$ cat src/sv/b64se_pkg.sv
// Shared types, constants and the symbol lookup for the base64 stream encoder.
package b64se_pkg;

    localparam logic [7:0] PAD_CHAR = 8'h3D;

    typedef enum logic [1:0] {
        CMD_GROUP,
        CMD_FINAL,
        CMD_ERROR
    } cmd_kind_t;

    typedef struct packed {
        cmd_kind_t   kind;
        logic [1:0]  nbytes;
        logic [7:0]  b0;
        logic [7:0]  b1;
        logic [7:0]  b2;
        logic [15:0] total_length;
    } cmd_t;

    typedef struct packed {
        logic full;
        logic empty;
    } queue_status_t;

    function automatic logic [7:0] b64_char(input logic [5:0] v);
        logic [7:0] w;
        begin
            w = {2'b00, v};
            if (v < 6'd26) begin
                return 8'h41 + w;
            end else if (v < 6'd52) begin
                return 8'h61 + (w - 8'd26);
            end else if (v < 6'd62) begin
                return 8'h30 + (w - 8'd52);
            end else if (v == 6'd62) begin
                return 8'h2B;
            end else begin
                return 8'h2F;
            end
        end
    endfunction

endpackage

$ cat src/sv/b64se_front.sv
// Front end: collects bytes into groups, checks capacity, issues group, final and error commands.
module b64se_front (
    input  logic                 aclk,
    input  logic                 aresetn,
    input  logic                 s_valid,
    output logic                 s_ready,
    input  logic [7:0]           s_data_byte,
    input  logic                 s_last_byte,
    input  logic [15:0]          capacity,
    input  b64se_pkg::queue_status_t q_status,
    output logic                 push,
    output b64se_pkg::cmd_t      push_cmd
);

    logic [1:0]  group_phase_reg, group_phase_next;
    logic [15:0] held_bytes_reg, held_bytes_next;
    logic [15:0] chars_written_reg, chars_written_next;
    logic        overflowed_reg, overflowed_next;

    logic        accept;
    logic [16:0] sum;
    logic        fits_mid;
    logic        fits_end;
    logic [7:0]  b0, b1, b2;

    assign s_ready  = !q_status.full;
    assign accept   = s_valid && s_ready;
    assign sum      = {1'b0, chars_written_reg} + 17'd4;
    assign fits_mid = sum <= {1'b0, capacity};
    assign fits_end = sum < {1'b0, capacity};

    always_comb begin
        b0 = held_bytes_reg[15:8];
        b1 = held_bytes_reg[7:0];
        b2 = 8'h00;
        case (group_phase_reg)
            2'd1: begin
                b1 = s_data_byte;
            end
            2'd2: begin
                b2 = s_data_byte;
            end
            default: begin
                b0 = s_data_byte;
                b1 = 8'h00;
            end
        endcase
    end

    always_comb begin
        group_phase_next   = group_phase_reg;
        held_bytes_next    = held_bytes_reg;
        chars_written_next = chars_written_reg;
        overflowed_next    = overflowed_reg;
        push               = 1'b0;
        push_cmd.kind         = b64se_pkg::CMD_GROUP;
        push_cmd.nbytes       = (group_phase_reg == 2'd3) ? 2'd1 : group_phase_reg + 2'd1;
        push_cmd.b0           = b0;
        push_cmd.b1           = b1;
        push_cmd.b2           = b2;
        push_cmd.total_length = 16'd0;
        if (accept) begin
            if (!s_last_byte) begin
                if (group_phase_reg == 2'd1) begin
                    group_phase_next = 2'd2;
                    held_bytes_next  = {held_bytes_reg[15:8], s_data_byte};
                end else if (group_phase_reg != 2'd2) begin
                    group_phase_next = 2'd1;
                    held_bytes_next  = {s_data_byte, 8'h00};
                end else begin
                    group_phase_next = 2'd0;
                    held_bytes_next  = 16'd0;
                    if (!overflowed_reg) begin
                        if (fits_mid) begin
                            push               = 1'b1;
                            chars_written_next = sum[15:0];
                        end else begin
                            overflowed_next = 1'b1;
                        end
                    end
                end
            end else begin
                push = 1'b1;
                if (overflowed_reg || !fits_end) begin
                    push_cmd.kind         = b64se_pkg::CMD_ERROR;
                    push_cmd.total_length = chars_written_reg;
                end else begin
                    push_cmd.kind         = b64se_pkg::CMD_FINAL;
                    push_cmd.total_length = sum[15:0];
                end
                group_phase_next   = 2'd0;
                held_bytes_next    = 16'd0;
                chars_written_next = 16'd0;
                overflowed_next    = 1'b0;
            end
        end
    end

    always_ff @(posedge aclk) begin
        if (!aresetn) begin
            group_phase_reg   <= 2'd0;
            held_bytes_reg    <= 16'd0;
            chars_written_reg <= 16'd0;
            overflowed_reg    <= 1'b0;
        end else begin
            group_phase_reg   <= group_phase_next;
            held_bytes_reg    <= held_bytes_next;
            chars_written_reg <= chars_written_next;
            overflowed_reg    <= overflowed_next;
        end
    end

endmodule

$ cat src/sv/b64se_queue.sv
// Small command queue between the front end and the character emitter.
module b64se_queue #(
    parameter int QUEUE_DEPTH = 4
) (
    input  logic                     aclk,
    input  logic                     aresetn,
    input  logic                     push,
    input  b64se_pkg::cmd_t          push_cmd,
    input  logic                     pop,
    output b64se_pkg::cmd_t          head_cmd,
    output b64se_pkg::queue_status_t status
);

    localparam int PTR_W = (QUEUE_DEPTH > 1) ? $clog2(QUEUE_DEPTH) : 1;
    localparam int CNT_W = $clog2(QUEUE_DEPTH + 1);
    localparam logic [PTR_W-1:0] LAST_PTR = PTR_W'(QUEUE_DEPTH - 1);
    localparam logic [CNT_W-1:0] FULL_CNT = CNT_W'(QUEUE_DEPTH);

    b64se_pkg::cmd_t entries_reg [QUEUE_DEPTH];

    logic [PTR_W-1:0] wr_ptr_reg, wr_ptr_next;
    logic [PTR_W-1:0] rd_ptr_reg, rd_ptr_next;
    logic [CNT_W-1:0] count_reg, count_next;
    logic             do_push, do_pop;

    assign status.full  = (count_reg == FULL_CNT);
    assign status.empty = (count_reg == '0);
    assign do_push      = push && !status.full;
    assign do_pop       = pop && !status.empty;
    assign head_cmd     = entries_reg[rd_ptr_reg];

    always_comb begin
        wr_ptr_next = wr_ptr_reg;
        rd_ptr_next = rd_ptr_reg;
        count_next  = count_reg;
        if (do_push) begin
            wr_ptr_next = (wr_ptr_reg == LAST_PTR) ? '0 : wr_ptr_reg + 1'b1;
        end
        if (do_pop) begin
            rd_ptr_next = (rd_ptr_reg == LAST_PTR) ? '0 : rd_ptr_reg + 1'b1;
        end
        if (do_push && !do_pop) begin
            count_next = count_reg + 1'b1;
        end else if (do_pop && !do_push) begin
            count_next = count_reg - 1'b1;
        end
    end

    always_ff @(posedge aclk) begin
        if (do_push) begin
            entries_reg[wr_ptr_reg] <= push_cmd;
        end
    end

    always_ff @(posedge aclk) begin
        if (!aresetn) begin
            wr_ptr_reg <= '0;
            rd_ptr_reg <= '0;
            count_reg  <= '0;
        end else begin
            wr_ptr_reg <= wr_ptr_next;
            rd_ptr_reg <= rd_ptr_next;
            count_reg  <= count_next;
        end
    end

endmodule

$ cat src/sv/b64se_back.sv
// Back end: turns queued commands into characters, one per cycle while m_ready allows.
module b64se_back (
    input  logic                     aclk,
    input  logic                     aresetn,
    input  b64se_pkg::cmd_t          head_cmd,
    input  b64se_pkg::queue_status_t q_status,
    output logic                     pop,
    output logic                     m_valid,
    input  logic                     m_ready,
    output logic [7:0]               m_out_char,
    output logic                     m_end_mark,
    output logic                     m_overflow,
    output logic [15:0]              m_total_length
);

    logic [1:0]  idx_reg, idx_next;
    logic        m_valid_reg, m_valid_next;
    logic [7:0]  out_char_reg, out_char_next;
    logic        end_mark_reg, end_mark_next;
    logic        overflow_reg, overflow_next;
    logic [15:0] total_length_reg, total_length_next;

    logic        load;
    logic [7:0]  chars [4];

    always_comb begin
        chars[0] = b64se_pkg::b64_char(head_cmd.b0[7:2]);
        chars[1] = b64se_pkg::b64_char({head_cmd.b0[1:0], head_cmd.b1[7:4]});
        chars[2] = (head_cmd.nbytes >= 2'd2)
                   ? b64se_pkg::b64_char({head_cmd.b1[3:0], head_cmd.b2[7:6]})
                   : b64se_pkg::PAD_CHAR;
        chars[3] = (head_cmd.nbytes == 2'd3)
                   ? b64se_pkg::b64_char(head_cmd.b2[5:0])
                   : b64se_pkg::PAD_CHAR;
    end

    always_comb begin
        load              = !m_valid_reg || m_ready;
        pop               = 1'b0;
        idx_next          = idx_reg;
        m_valid_next      = m_valid_reg && !m_ready;
        out_char_next     = out_char_reg;
        end_mark_next     = end_mark_reg;
        overflow_next     = overflow_reg;
        total_length_next = total_length_reg;
        if (load && !q_status.empty) begin
            m_valid_next = 1'b1;
            case (head_cmd.kind)
                b64se_pkg::CMD_ERROR: begin
                    out_char_next     = 8'h00;
                    end_mark_next     = 1'b1;
                    overflow_next     = 1'b1;
                    total_length_next = head_cmd.total_length;
                    pop               = 1'b1;
                    idx_next          = 2'd0;
                end
                b64se_pkg::CMD_FINAL, b64se_pkg::CMD_GROUP: begin
                    out_char_next     = chars[idx_reg];
                    overflow_next     = 1'b0;
                    end_mark_next     = (head_cmd.kind == b64se_pkg::CMD_FINAL)
                                        && (idx_reg == 2'd3);
                    total_length_next = end_mark_next ? head_cmd.total_length : 16'd0;
                    pop               = (idx_reg == 2'd3);
                    idx_next          = idx_reg + 2'd1;
                end
                default: begin
                    m_valid_next = 1'b0;
                    pop          = 1'b1;
                    idx_next     = 2'd0;
                end
            endcase
        end
    end

    always_ff @(posedge aclk) begin
        if (!aresetn) begin
            idx_reg     <= 2'd0;
            m_valid_reg <= 1'b0;
        end else begin
            idx_reg     <= idx_next;
            m_valid_reg <= m_valid_next;
        end
    end

    always_ff @(posedge aclk) begin
        out_char_reg     <= out_char_next;
        end_mark_reg     <= end_mark_next;
        overflow_reg     <= overflow_next;
        total_length_reg <= total_length_next;
    end

    assign m_valid        = m_valid_reg;
    assign m_out_char     = out_char_reg;
    assign m_end_mark     = end_mark_reg;
    assign m_overflow     = overflow_reg;
    assign m_total_length = total_length_reg;

endmodule

$ cat src/sv/base64_stream_encoder.sv
// Top level of the base64 stream encoder: register port, front end, queue, back end.
//
//   channel   direction  handshake          payload
//   s_*       in         s_valid/s_ready    s_data_byte, s_last_byte
//   m_*       out        m_valid/m_ready    m_out_char, m_end_mark, m_overflow,
//                                           m_total_length
//   apb       in         psel/penable       paddr, pwdata, prdata (capacity)
//
// Bytes are taken one per cycle while the command queue has room.
// The emitter sends one character per cycle while m_ready allows: four per group, one per error.
// A steady stream is therefore limited by the emitter rather than by the byte port.
// The first character passes through the queue entry and the output register after the byte that completes its group.
// Reset is synchronous; capacity returns to 65535 and all message state clears.
module base64_stream_encoder #(
    parameter int QUEUE_DEPTH = 4
) (
    input  logic        aclk,
    input  logic        aresetn,
    input  logic        s_valid,
    output logic        s_ready,
    input  logic [7:0]  s_data_byte,
    input  logic        s_last_byte,
    output logic        m_valid,
    input  logic        m_ready,
    output logic [7:0]  m_out_char,
    output logic        m_end_mark,
    output logic        m_overflow,
    output logic [15:0] m_total_length,
    input  logic        psel,
    input  logic        penable,
    input  logic        pwrite,
    input  logic [2:0]  paddr,
    input  logic [31:0] pwdata,
    output logic [31:0] prdata,
    output logic        pready
);

    logic [15:0] capacity_reg, capacity_next;

    logic                     push;
    logic                     pop;
    b64se_pkg::cmd_t          push_cmd;
    b64se_pkg::cmd_t          head_cmd;
    b64se_pkg::queue_status_t q_status;

    assign pready = 1'b1;
    assign prdata = (paddr[2] == 1'b0) ? {16'd0, capacity_reg} : 32'd0;

    always_comb begin
        capacity_next = capacity_reg;
        if (psel && penable && pwrite && pready && (paddr[2] == 1'b0)) begin
            capacity_next = pwdata[15:0];
        end
    end

    always_ff @(posedge aclk) begin
        if (!aresetn) begin
            capacity_reg <= 16'hFFFF;
        end else begin
            capacity_reg <= capacity_next;
        end
    end

    b64se_front u_front (
        .aclk        (aclk),
        .aresetn     (aresetn),
        .s_valid     (s_valid),
        .s_ready     (s_ready),
        .s_data_byte (s_data_byte),
        .s_last_byte (s_last_byte),
        .capacity    (capacity_reg),
        .q_status    (q_status),
        .push        (push),
        .push_cmd    (push_cmd)
    );

    b64se_queue #(
        .QUEUE_DEPTH (QUEUE_DEPTH)
    ) u_queue (
        .aclk     (aclk),
        .aresetn  (aresetn),
        .push     (push),
        .push_cmd (push_cmd),
        .pop      (pop),
        .head_cmd (head_cmd),
        .status   (q_status)
    );

    b64se_back u_back (
        .aclk           (aclk),
        .aresetn        (aresetn),
        .head_cmd       (head_cmd),
        .q_status       (q_status),
        .pop            (pop),
        .m_valid        (m_valid),
        .m_ready        (m_ready),
        .m_out_char     (m_out_char),
        .m_end_mark     (m_end_mark),
        .m_overflow     (m_overflow),
        .m_total_length (m_total_length)
    );

`ifndef SYNTHESIS
    a_ovf_ends_message: assert property (@(posedge aclk) disable iff (!aresetn)
        (m_valid && m_overflow) |-> (m_end_mark && (m_out_char == 8'h00)))
        else $error("overflow request not a closing request");

    a_len_only_at_end: assert property (@(posedge aclk) disable iff (!aresetn)
        (m_valid && !m_end_mark) |-> (m_total_length == 16'd0))
        else $error("length on a request that does not close the message");

    a_queue_status: assert property (@(posedge aclk) disable iff (!aresetn)
        !(q_status.full && q_status.empty) && (s_ready == !q_status.full))
        else $error("queue status inconsistent");

    a_pop_with_data: assert property (@(posedge aclk) disable iff (!aresetn)
        pop |-> !q_status.empty)
        else $error("pop from empty queue");
`endif

endmodule
$ cat config.mk
export PLATFORM = sky130hd
export DESIGN_NAME = base64_stream_encoder
export DESIGN_NICKNAME = d
export VERILOG_FILES = /design/src/sv/b64se_pkg.sv /design/src/sv/b64se_front.sv /design/src/sv/b64se_queue.sv /design/src/sv/b64se_back.sv /design/src/sv/base64_stream_encoder.sv
export SDC_FILE = /design/constraint.sdc
export NUM_CORES = 1
export LEC_CHECK = 0
export BUFFER_PORTS_ARGS = -buffer_cell sky130_fd_sc_hd__buf_2
export CAP_MARGIN = 10
export CORE_MARGIN = 2
export CORE_UTILIZATION = 55
export DETAILED_ROUTE_END_ITERATION = 6
export PLACE_DENSITY = 0.77
export SYNTH_ARGS = -nofsm -noshare
export SYNTH_HDL_FRONTEND = slang
export SYNTH_SLANG_ARGS = --single-unit
$ cat constraint.sdc
create_clock -name aclk -period 5 [get_ports aclk]
set_clock_uncertainty 0.2 [all_clocks]
set_input_delay 1 -clock aclk [delete_from_list [all_inputs] [get_ports aclk]]
set_output_delay 1 -clock aclk [all_outputs]
set_load 0.01 [all_outputs]
==> impl_metrics.py <==
metrics = {
    "yosys": {
        "netlist_top_cells_count": "sky130_fd_sc_hd__edfxtp_1, sky130_fd_sc_hd__nand2_1, sky130_fd_sc_hd__nor2_1",
        "post_synth_xor_area_fraction_pct": 3.99,
        "yosys.cell_count.top_type": "sky130_fd_sc_hd__edfxtp_1",
        "ys_ff_latch": 258,
        "yosys-mux-area-fraction_pct": 8.79,
        "synthDominantAreaCellType": "sky130_fd_sc_hd__edfxtp_1",
        "part_of_the_yosys_area_used_for_sequential_elements_pct": 53.6,
        "synth_enable_flop_cells": 197,
        "yosys-top-cells-area": "sky130_fd_sc_hd__edfxtp_1, sky130_fd_sc_hd__dfxtp_1, sky130_fd_sc_hd__mux4_2, sky130_fd_sc_hd__ha_1, sky130_fd_sc_hd__a21oi_1",
        "dominantRegCellSynth": "sky130_fd_sc_hd__edfxtp_1",
        "synth_top_family_by_area": "compound AO/OA/AOI/OAI gates",
        "syn-mean-instance-area_um2": 12.2,
        "synth_area_mm2": 0.0133,
        "yosysWarnings": 0,
        "postSynth.asyncResetShare_pct": 0,
        "synth_cells": 1087,
        "synthSimpleGateAreaFrac_pct": 10.5,
        "compound_gate_portion_of_the_synthesized_area_pct": 12.0,
        "synth_top_area_share_pct": 44.4,
        "post_synth_fa_ha_maj_area_fraction_pct": 6.26,
        "synth_cell_types": 76,
    },
    "die": {
        "initial_utilization_pct": 56.4,
        "die_w_um": 160,
        "rows": 56,
        "core_area_mm2": 0.0236,
        "floorplan.die.height_um": 160,
        "io_pins": 112,
        "fp.dieArea_mm2": 0.0255,
    },
    "clock_network": {
        "htree_num_levels": 1,
        "cts-root-buf": "sky130_fd_sc_hd__clkbuf_16",
        "cts.repair_timing.setup_buffer_count": 0,
        "cts_hold_buffers": 0,
        "cts.path.max_buffers": 3,
        "clk_transition_reported_paths_ns": 0.06,
        "cts.sink_count": 258,
        "cts-buffers-inserted": 26,
        "worst_skew_pair.late_latency_ns": 0.54,
        "post_cts_resize_count": 0,
        "cts_tree": "built",
    },
    "worst_setup_path": {
        "worstRegToRegCells": 16,
        "path_cells": "ha_1 -> nand3_1 -> nor4_2 -> nand3_1 -> xnor2_1 -> ha_1 -> a2111oi_2 -> o21a_1 -> a2111oi_1 -> nor2_1 -> ha_1 -> inv_1 -> fa_1 -> xor2_1 -> or3_1 -> a21oi_1",
        "crit_family": "simple AND/OR/NAND/NOR gates",
        "worst_path_most_repeated_cell": "sky130_fd_sc_hd__ha_1",
        "crit_path_depth": 16,
        "path_max_fanout": 7,
        "critical_path.startpoint": "u_front.chars_written_reg[2]$_SDFFE_PN0P_",
        "critical_path.endpoint_type": "flop",
        "cp-start-kind": "flop",
        "regToRegSetupSlack_ns": 0.41,
        "cp_data_required_time_ns": 5.26,
        "timing.rr.end": "u_queue.count_reg[2]$_SDFFE_PN0P_",
        "r2r_start": "u_front.chars_written_reg[2]$_SDFFE_PN0P_",
        "critPathSlowestCell": "sky130_fd_sc_hd__dfxtp_1",
        "timing.critical_path.slowest_cell_delay_ns": 0.44,
        "worstPathBufferInverterCount": 1,
        "critPathArrivalTime_ns": 4.84,
        "worstSetupEndpoint": "u_queue.count_reg[2]$_SDFFE_PN0P_",
        "timing_worst_setup_path_type": "reg2reg",
    },
    "placed_design": {
        "port_buffers": 76,
        "post-dp-hpwl_mm": 18.9,
        "gp_congestion": 0.906,
        "dp.cells": 1445,
    },
    "sta": {
        "setup_viol_count_final": 0,
        "report.final.hold_viol_count": 0,
        "setup_total_negative_slack_ns": 0,
        "holdWs_ns": 0.255,
        "shortest_period_the_worst_path_allows_ns": 4.59,
        "timing.fmax_ghz": 0.218,
        "timing.slew.headroom_pct": 25.8,
        "finalMaxSlewViolations": 0,
        "timing_worst_slew_pin_value_ns": 1.11,
        "finalCritPeriodShare_pct": 91.7,
        "grt_setup_unrepaired": "false",
    },
    "global_routing": {
        "grt_pass1_vias": 8616,
        "grt_max_degree": 44,
        "grt.overflow.total": 0,
        "number_of_antenna_violations_at_the_first_check_in_global_routing": 0,
        "track_usage_pct": 22.0,
        "grt_pass1_wl_mm": 45.0,
    },
    "drt": {
        "maxUsedRoutingLayer": "met4",
        "routedWlPerCell_um": 18.7,
        "via_count": 8820,
        "drtPass1Iterations": 6,
        "wl_met2_mm": 13.0,
        "detailedRoute.firstIterationViolations": 688,
        "drt_drc_violations_left": 0,
        "route.final.wire_length_mm": 27.9,
        "route.antenna.remaining_nets": 0,
        "wl_met1_mm": 12.3,
        "viasPerCell": 5.91,
        "dr_wl_met3_mm": 2.03,
    },
    "pwr": {
        "comb_power_share_pct": 36.5,
        "power_frac_clock_pct": 26.6,
        "fin_total_pwr_mw": 7.45,
        "power_switching_share_pct": 33.7,
        "power_density_mw_per_mm2": 500,
        "total_leakage_power_nw": 5.49,
        "switchingPower_mw": 2.51,
        "p_int_mw": 4.94,
        "irDropWorstVdd_mv": 0.268,
        "power.sequential.fraction_pct": 36.9,
    },
    "cells_and_area": {
        "multi_input_comb_area_mm2": 0.00562,
        "area.sequential_mm2": 0.00714,
        "final_layout_size_suffix_gt1_share_pct": 18.1,
        "area_growth_syn_to_layout_pct": 11.8,
        "antennaDiodeCount": 0,
        "fill_cells": 1773,
        "final_net_count": 1271,
        "layout.cells.non_filler": 1493,
        "largest_register_ffs": 172,
    },
    "run_status": {
        "outcome": "finished, final reports clean",
    },
    "job": {
        "drv_cap": 0,
    },
    "hold_path": {
        "min-delay-start": "u_front.held_bytes_reg[3]$_SDFFE_PN0P_",
        "holdCritPathClass": "reg2reg",
    },
}
-- worst min-delay path by stage --
stage                                                   endpoint  cells after the start
after global placement    u_front.held_bytes_reg[3]$_SDFFE_PN0P_                      2
after global routing      u_front.held_bytes_reg[6]$_SDFFE_PN0P_                      2
after CTS                 u_front.held_bytes_reg[3]$_SDFFE_PN0P_                      2
after detailed placement  u_front.held_bytes_reg[3]$_SDFFE_PN0P_                      2
after floorplan           u_front.held_bytes_reg[6]$_SDFFE_PN0P_                      2
final                     u_front.held_bytes_reg[3]$_SDFFE_PN0P_                      2
-- routing by layer --
| metal | vias to the layer above | track usage, % |
|---|---|---|
| li1 | 4208 | - |
| met1 | 4228 | 30.1 |
| met2 | 335 | 36.2 |
| met3 | 49 | 4.17 |
| met4 | 0 | 5.66 |
| met5 | - | 0 |
-- power groups by stage --
stage / registers, mW / clock network [mW] / logic (mW)
floorplan: 2.79 / 0 / 2.07
CTS: 2.75 / 2.01 / 2.71
detailed placement: 2.79 / 0 / 2.69
global placement: 2.78 / 0 / 2.64
global route: 2.78 / 2.09 / 3.01
finish: 2.75 / 1.98 / 2.72
-- worst reg2reg max path: stages, from the launching register on --
cell	delay [ns]
sky130_fd_sc_hd__dfxtp_1	0.44
sky130_fd_sc_hd__ha_1	0.27
sky130_fd_sc_hd__nand3_1	0.21
sky130_fd_sc_hd__nor4_2	0.38
sky130_fd_sc_hd__nand3_1	0.21
sky130_fd_sc_hd__xnor2_1	0.23
sky130_fd_sc_hd__ha_1	0.30
sky130_fd_sc_hd__a2111oi_2	0.41
sky130_fd_sc_hd__o21a_1	0.21
sky130_fd_sc_hd__a2111oi_1	0.10
sky130_fd_sc_hd__nor2_1	0.23
sky130_fd_sc_hd__ha_1	0.24
sky130_fd_sc_hd__inv_1	0.06
sky130_fd_sc_hd__fa_1	0.37
sky130_fd_sc_hd__xor2_1	0.17
sky130_fd_sc_hd__or3_1	0.31
sky130_fd_sc_hd__a21oi_1	0.17
-- cell type report --
type | count | area share [%]
Clock buffer | 37 | 5.20
Sequential cell | 258 | 48.0
Inverter | 54 | 1.36
Clock inverter | 11 | 0.874
Tap cell | 319 | 2.68
Multi-Input combinational cell | 713 | 37.8
Timing Repair Buffer | 101 | 4.15
-- cells by family (layout without fill, tap and decap cells) --
group,count (synthesis),after routing
mux,60,60
xor+xnor,58,58
other cells,2,21
flops,258,258
fa+ha+maj,66,66
simple gates,278,278
buf+inv,135,203
compound gates,230,230
-- stage by stage --
| step | util (%) | setup slack (ns) | instance area [µm²] |
|---|---|---|---|
| floorplan | - | 0.232 | 13400 |
| global route | 63.0 | 0.0453 | 14900 |
| finish | 63.0 | 0.413 | 14900 |
| global placement | 59.2 | 0.449 | 14000 |
| detailed placement | 59.2 | 0.284 | 14000 |
| CTS | 63.0 | 0.244 | 14900 |
-- cells in the final DEF (no fill, tap or decap), types with 13 or more instances in the layout --
cell                        instances
sky130_fd_sc_hd__inv_1             53
sky130_fd_sc_hd__nand3_1           32
sky130_fd_sc_hd__buf_2             76
sky130_fd_sc_hd__conb_1            21
sky130_fd_sc_hd__mux4_2            38
sky130_fd_sc_hd__o211ai_1          25
sky130_fd_sc_hd__xor2_1            23
sky130_fd_sc_hd__o21ai_0           25
sky130_fd_sc_hd__a21oi_1           62
sky130_fd_sc_hd__nand2_1           68
sky130_fd_sc_hd__xnor2_1           33
sky130_fd_sc_hd__or4_1             13
sky130_fd_sc_hd__nor2_1            67
sky130_fd_sc_hd__nor2b_1           24
sky130_fd_sc_hd__clkbuf_16         27
sky130_fd_sc_hd__ha_1              65
sky130_fd_sc_hd__edfxtp_1         197
sky130_fd_sc_hd__buf_4             21
sky130_fd_sc_hd__dfxtp_1           59
Power figures use the tool's default switching activity.
